[src/hdl/tbw_pkg.sv]
// ----------------------------------------------------------------------------
// tbw_pkg - shared types and sizes for the barycentric weight pipeline
// Coordinate and weight widths, derived datapath widths, stage counts and
// the beat structs of both channels and the area struct.
// ----------------------------------------------------------------------------
package tbw_pkg;

   localparam int COORD_BITS       = 16;
   localparam int WEIGHT_FRAC_BITS = 16;
   localparam int WEIGHT_BITS      = WEIGHT_FRAC_BITS + 1;

   // edge vector components, products, cross components and areas
   localparam int DIFF_BITS = COORD_BITS + 1;
   localparam int PROD_BITS = 2 * DIFF_BITS;
   localparam int MAG_BITS  = 2 * COORD_BITS + 1;
   localparam int SQ_BITS   = 2 * MAG_BITS;
   localparam int AREA_BITS = SQ_BITS + 2;

   // divider: remainder stays below four times the full area
   localparam int REM_BITS = AREA_BITS + 2;
   localparam int QUO_BITS = 2 * WEIGHT_FRAC_BITS + 2;

   // square root: root and partial remainder
   localparam int ROOT_BITS  = WEIGHT_BITS;
   localparam int SREM_BITS  = ROOT_BITS + 2;
   localparam int TRIAL_BITS = SREM_BITS + 2;

   localparam int FRONT_STAGES = 6;
   localparam int DIV_STAGES   = QUO_BITS + 1;
   localparam int SQRT_STAGES  = ROOT_BITS;
   localparam int LATENCY      = FRONT_STAGES + DIV_STAGES + SQRT_STAGES + 1;

   typedef struct packed {
      logic signed [COORD_BITS-1:0] px;
      logic signed [COORD_BITS-1:0] py;
      logic signed [COORD_BITS-1:0] pz;
      logic signed [COORD_BITS-1:0] ax;
      logic signed [COORD_BITS-1:0] ay;
      logic signed [COORD_BITS-1:0] az;
      logic signed [COORD_BITS-1:0] bx;
      logic signed [COORD_BITS-1:0] by_coord;
      logic signed [COORD_BITS-1:0] bz;
      logic signed [COORD_BITS-1:0] cx;
      logic signed [COORD_BITS-1:0] cy;
      logic signed [COORD_BITS-1:0] cz;
   } req_type;

   typedef struct packed {
      logic [WEIGHT_BITS-1:0] weight_a;
      logic [WEIGHT_BITS-1:0] weight_b;
      logic [WEIGHT_BITS-1:0] weight_c;
      logic                   degenerate;
   } rsp_type;

   // squared doubled areas: full triangle and the three sub-triangles
   typedef struct packed {
      logic [AREA_BITS-1:0] t;
      logic [AREA_BITS-1:0] sa;
      logic [AREA_BITS-1:0] sb;
      logic [AREA_BITS-1:0] sc;
   } area_type;

endpackage

[src/hdl/tbw_sqrt.sv]
// ----------------------------------------------------------------------------
// tbw_sqrt - pipelined integer square root, one root bit per stage
// Saturated lanes leave as all ones.
// ----------------------------------------------------------------------------
module tbw_sqrt (
   input  logic                            clock,
   input  logic                            adv,
   input  logic [tbw_pkg::QUO_BITS-1:0]    quo,
   input  logic                            sat,
   output logic [tbw_pkg::WEIGHT_BITS-1:0] weight
);

   localparam int NSTEP = tbw_pkg::ROOT_BITS;

   logic [tbw_pkg::SREM_BITS-1:0] rem_ff  [NSTEP];
   logic [tbw_pkg::ROOT_BITS-1:0] root_ff [NSTEP];
   logic [tbw_pkg::QUO_BITS-1:0]  val_ff  [NSTEP];
   logic                          sat_ff  [NSTEP];

   for (genvar i = 0; i < NSTEP; i++) begin : g_step
      logic [tbw_pkg::SREM_BITS-1:0]  rem_src;
      logic [tbw_pkg::ROOT_BITS-1:0]  root_src;
      logic [tbw_pkg::QUO_BITS-1:0]   val_src;
      logic                           sat_src;
      logic [tbw_pkg::TRIAL_BITS-1:0] trial;
      logic [tbw_pkg::TRIAL_BITS-1:0] test;
      logic                           ge;
      logic [tbw_pkg::TRIAL_BITS-1:0] diff;

      if (i == 0) begin : g_head
         assign rem_src  = '0;
         assign root_src = '0;
         assign val_src  = quo;
         assign sat_src  = sat;
      end else begin : g_body
         assign rem_src  = rem_ff[i-1];
         assign root_src = root_ff[i-1];
         assign val_src  = val_ff[i-1];
         assign sat_src  = sat_ff[i-1];
      end

      // bring down the next two bits, try (root << 2) | 1
      assign trial = {rem_src, val_src[tbw_pkg::QUO_BITS-1 -: 2]};
      assign test  = tbw_pkg::TRIAL_BITS'({root_src, 2'b01});
      assign ge    = trial >= test;
      assign diff  = ge ? trial - test : trial;

      always_ff @(posedge clock) begin
         if (adv) begin
            rem_ff[i]  <= diff[tbw_pkg::SREM_BITS-1:0];
            root_ff[i] <= {root_src[tbw_pkg::ROOT_BITS-2:0], ge};
            val_ff[i]  <= val_src << 2;
            sat_ff[i]  <= sat_src;
         end
      end
   end

   assign weight = sat_ff[NSTEP-1] ? '1 : root_ff[NSTEP-1];

endmodule

[config.mk]
export PLATFORM = sky130hd
export DESIGN_NAME = tbw_sqrt
export DESIGN_NICKNAME = d
export VERILOG_FILES = /design/src/hdl/tbw_pkg.sv /design/src/hdl/tbw_sqrt.sv
export SDC_FILE = /design/constraint.sdc
export NUM_CORES = 1
export LEC_CHECK = 0
export ABC_AREA = 1
export CAP_MARGIN = 20
export CELL_PAD_IN_SITES_DETAIL_PLACEMENT = 0
export CELL_PAD_IN_SITES_GLOBAL_PLACEMENT = 1
export CORE_ASPECT_RATIO = 2
export CORE_MARGIN = 2
export CORE_UTILIZATION = 40
export CTS_CLUSTER_DIAMETER = 100
export CTS_CLUSTER_SIZE = 12
export DETAILED_ROUTE_END_ITERATION = 7
export DONT_BUFFER_PORTS = 1
export PLACE_DENSITY = 0.65
export SLEW_MARGIN = 5
export SYNTH_ARGS = -nofsm -noshare
export SYNTH_HDL_FRONTEND = slang
export SYNTH_SLANG_ARGS = --single-unit
[constraint.sdc]
create_clock -name clock -period 2.8 [get_ports clock]
set_input_delay 0.14 -clock clock [delete_from_list [all_inputs] [get_ports clock]]
set_output_delay 0.14 -clock clock [all_outputs]
set_load 0.02 [all_outputs]
### Yosys cells after proc, flatten, opt, wreduce, memory -nomap -nowiden

Memories as Yosys holds them, arrays and structs flattened.
Index checks and enable logic that the tools add are counted.

* order comparisons: 17
* div/mod/pow operators: 0
* eq/ne operators: 0
* multipliers: 0
* bitwise operators: 0
* multiplexer cells: 20
* shift-type cells: 0
* reduce and logical (&&, ||, !) cells: 0
* $add $sub $neg: 17

Operator list (number)
* greater-or-equal comparator 21 x 19 -> 1 bit: 16
* 2-to-1 mux 19 bit: 17
* subtractor 19 bit: 16
* 2-to-1 mux 17 bit: 1
* subtractor 2 x 1 -> 3 bit, second input constant: 1
* greater-or-equal comparator 2 x 1 -> 1 bit, second input constant: 1
* 2-to-1 mux 1 bit: 2

* output and inout port bits: 17
* bits in latches: 0
* memories kept: 4
* register bits after elaboration: 0
* bits in read-only memories: 0
* bits in writable memories: 1173
* logic and storage cells: 58
* input bits: 37

Memories
* val_ff: depth 17, width 32, rd ports 16, clocked after memory_dff 0, write ports 17, line tbw_sqrt.sv:17 `logic [tbw_pkg::QUO_BITS-1:0] val_ff [NSTEP];`
* rem_ff: depth 17, width 19, rd ports 16, clocked after memory_dff 0, write ports 17, line tbw_sqrt.sv:15 `logic [tbw_pkg::SREM_BITS-1:0] rem_ff [NSTEP];`
* root_ff: depth 17, width 17, rd ports 17, clocked after memory_dff 0, write ports 17, line tbw_sqrt.sv:16 `logic [tbw_pkg::ROOT_BITS-1:0] root_ff [NSTEP];`
* sat_ff: depth 17, width 1, rd ports 17, clocked after memory_dff 0, write ports 17, line tbw_sqrt.sv:18 `logic sat_ff [NSTEP];`

### Depth between registers and ports, before layout

An unclocked memory read counts as a cell.

* depth in word-level cells: 3
* mapped depth: 14
* gate-level depth less buffers: 14

### Least setup slack after synthesis

OpenSTA, ideal clock, no wires.

* path kind: register -> register
* from: mem rem_ff[0][0] (netlist bit)
* to: mem rem_ff[0][36] (netlist bit) (data pin)
* arrival time: 1.709 ns
* buffers on the path: 1
* setup slack: 0.822 ns
* period minus slack after synthesis: 1.978 ns
* stages on the path, launching flop included: 9
* data required time: 2.531 ns
* setup time: 0.269 ns
* cells stage by stage: edfxtp_1 > ha_1 > a21oi_1 > nand2_1 > inv_1 > ha_1 > and2_1 > clkbuf_1 > o21ai_0

RTL lines (line)
* start: declaration: tbw_sqrt.sv:15

==> results by group <==
STA
  • Final Worst Setup Slack: 0.0465 ns
  • Slew @ Worst Pin: 2.83 ns
  • Setup TNS: 0 ns
  • Fmax: 0.363 GHz
  • Rel. slew slack: -0.889
  • Max Slew Vio Count: 393
  • Fin. Hold Viols: 21
  • Setup Skew: 0.0240 ns
  • Min cycle time layout: 2.75 ns
  • Hold slack: -0.380 ns
  • RSZ-0062 raised after global routing: false
  • Final setup fails: 0
  • Tcrit/Tclk final: 0.983

Worst setup path
  • Worst r2r path cells: 9
  • CP most frequent cell: nand2_1
  • R2r startpoint: root_ff[9][7]
  • R2R Setup Slk: 0.05 ns
  • Worst path depth: 9
  • Crit path cell chain: inv_1 -> ha_1 -> nand2_1 -> nor3_2 -> and2_1 -> nand2_1 -> nand3b_4 -> inv_2 -> a21oi_2
  • CP max-delay cell: edfxtp_1
  • CP Launch Type: flop
  • CP startpoint: root_ff[9][7]
  • CP endpoint kind: flop
  • Slowest stage delay, CP: 0.55 ns
  • Crit path buf inv count: 2
  • Worst Path Class, Setup: reg -> reg
  • CP Data Required Time: 3.18 ns
  • Critical Path Fanout Max: 21
  • Worst r2r dst: rem_ff[0][205]
  • Delay-heaviest family, CP: simple AND/OR/NAND/NOR gates
  • Crit path DAT: 3.14 ns
  • Worst setup endpoint: rem_ff[0][205]

Power
  • Total power draw: 0.0278 W
  • Max VDD drop: 531 uV
  • Sw Ratio: 0.295
  • Gate power share: 0.186
  • Clock network power share: 0.307
  • Leakage power: 18.5 nW
  • Internal Power: 0.0196 W
  • Reg power frac: 0.507
  • P_sw: 0.00821 W
  • Pwr per Cell Area: 666 nW/um2

Outcome
  • Outcome: complete, but fails checks
  • Failing checks: DRC, hold timing, slew limit

Drt
  • Drt via density: 4.86
  • Antenna Nets Post-Route: 0
  • DR pass1 iterations: 7
  • DRT Wirelength: 102 mm
  • Via Count: 26,200
  • Average wire per standard cell: 18.9 um
  • DRT iter0 DRCs: 1,440
  • Residual DRC: 1

Job
  • Max cap viols: 0

Layout
  • Commonest non-fill, non-tap cell in the layout: nand2_1
  • Net count, final: 4,371
  • Final Util: 0.445
  • Most frequent cells in the layout: nand2_1 (1,274), edfxtp_1 (724), inv_1 (641)
  • Share of cells above drive strength 1: 0.0592
  • Synthesis-to-finish area growth: 10.3%

Floorplan
  • Row count: 159
  • Chip Height: 439 um
  • Core Area: 93,900 um2
  • IO Count: 54
  • DIE AREA: 97,300 um2
  • Horiz. Die Dim: 222 um
  • Initial core utilization: 0.403

Yosys
  • Synth area leaders: edfxtp_1 (57%), nand2_1 (13%), inv_1 (6.4%)
  • Async SR Flop Fraction: 0
  • Yosys warnings: 0
  • Synth top area share: 0.574
  • Cells after Synth: 4,038
  • Sequential fraction of the synthesis area: 0.574
  • Synthesized Nets: 4,246
  • Post-synth EDFFs: 724
  • Ys flop type: edfxtp_1
  • Synth Cell Area: 37,900 um2
  • Synth area leader: edfxtp_1
  • Yosys reg bits: 724
  • Count of cell types in the netlist: 45
  • Syn avg cell area: 9.38 um2

GRT
  • Pin count of the biggest net entering global routing: 725
  • Vias in the first global route: 27,200
  • First-pass GRT wire length: 152 mm
  • Overall routing resource usage: 0.211
  • Initial antenna violation count: 5
  • GRT Residual Overflow: 0

Clocking
  • CTS buffer count: 70
  • CTS H-Tree Depth: 3
  • CTS root buf: clkbuf_16
  • CTS Hold Bufs: 36
  • Clock Sinks: 724
  • Clk_lat worst skew: 0.67 ns
  • CTS tree: built
  • Clock transition at path regs: 0.07 ns
  • CTS Buffer Depth: 3

Place
  • PortBufs: 0
  • DPL Wire Length: 79.5 mm
  • Placer Congestion: 0.893
  • Setup slack at placement: -0.0369 ns

Hold path
  • Hold crit path type: in -> reg
[registers in the layout, summed over array words and instances (netlist names)]
register	flops
rem_ff	282
root_ff	153
sat_ff	17
val_ff	272
[cell families (layout without fill, tap and decap cells)]
family	count (synthesis)	after routing	synth area share
simple gates	2035	2036	0.225
flops	724	724	0.574
buf+inv	686	816	0.0716
compound gates	301	301	0.0450
fa+ha+maj	171	171	0.0565
xor+xnor	120	120	0.0278
other cells	1	5	0.0000990
[synth_stat cells, drive strengths merged, types with 8 or more instances]
master / n
a21oi: 151
buf: 29
edfxtp: 724
ha: 171
inv: 655
nand2: 1291
nand3: 242
nand3b: 31
nand4: 39
nor2: 355
nor3: 36
o21ai: 132
o21bai: 8
or2: 23
xnor2: 43
xor2: 77
[routing by layer]
layer / wire length (um) / up-vias / track usage / share of wire
met1: 30500 / 12100 / 0.166 / 0.30
met2: 60100 / 441 / 0.445 / 0.59
met4: 9050 / 0 / 0.169 / 0.089
met3: 2220 / 287 / 0.0247 / 0.022
met5: 0 / - / 0 / 0
li1: - / 13400 / - / -
[area by class of cell]
type                    count  area (um2)
diodes                      4        10.0
clock buffers              71        1780
clock inverters             7         103
fillers                  9243       52100
inverters                 655        2460
multi-input cells        2629       13400
flip-flops and latches    724       21700
well taps                1207        1510
repair buffers             83         738
[power by group through the flow]
stage / Sequential, W / Clock (W) / Combinational [W]
after detailed placement: 0.0143 / 0 / 0.00516
final: 0.0141 / 0.00853 / 0.00519
after floorplan: 0.0139 / 0 / 0.00374
after global placement: 0.0143 / 0 / 0.00517
after global routing: 0.0142 / 0.00914 / 0.00588
after CTS: 0.0141 / 0.00888 / 0.00524
[how the worst min path moves through the flow]
stage          startpoint       endpoint  slack (ns)  depth (start not counted)
6_report              adv  root_ff[0][0]       -0.38                          0
5_1_grt               adv  val_ff[0][31]       -0.42                          0
4_1_cts               adv  val_ff[0][30]       -0.41                          0
3_5_place_dp      quo[30]  val_ff[0][30]        0.24                          0
3_3_place_gp      quo[24]  val_ff[0][24]        0.24                          0
2_1_floorplan         sat   sat_ff[0][0]        0.24                          0
[worst register-to-register path, delay by kind of cell, from the launching register on]
family	cells	cell delay, ns
adder cells (fa/ha/maj)	1	0.36
buffers and inverters	2	0.27
flip-flops	1	0.55
AO/OA/AOI/OAI	1	0.52
AND/OR/NAND/NOR	5	0.81
[what timing repair did]
action / in CTS / in global routing
setup buffers: 1 / 0
pin swaps: 0 / 1
endpoints found under the setup margin: 3 / 1
resized for setup: 0 / 0
gates cloned: 0 / 1
hold endpoints to repair: 760 / 329
[metrics by stage]
step	instances	instance area (um2)
2_1_floorplan	4038	37900
3_3_place_gp	5260	39500
3_5_place_dp	5260	39500
4_1_cts	5375	41700
5_1_grt	5380	41800
6_report	5380	41800
Power figures use the tool's default switching activity.
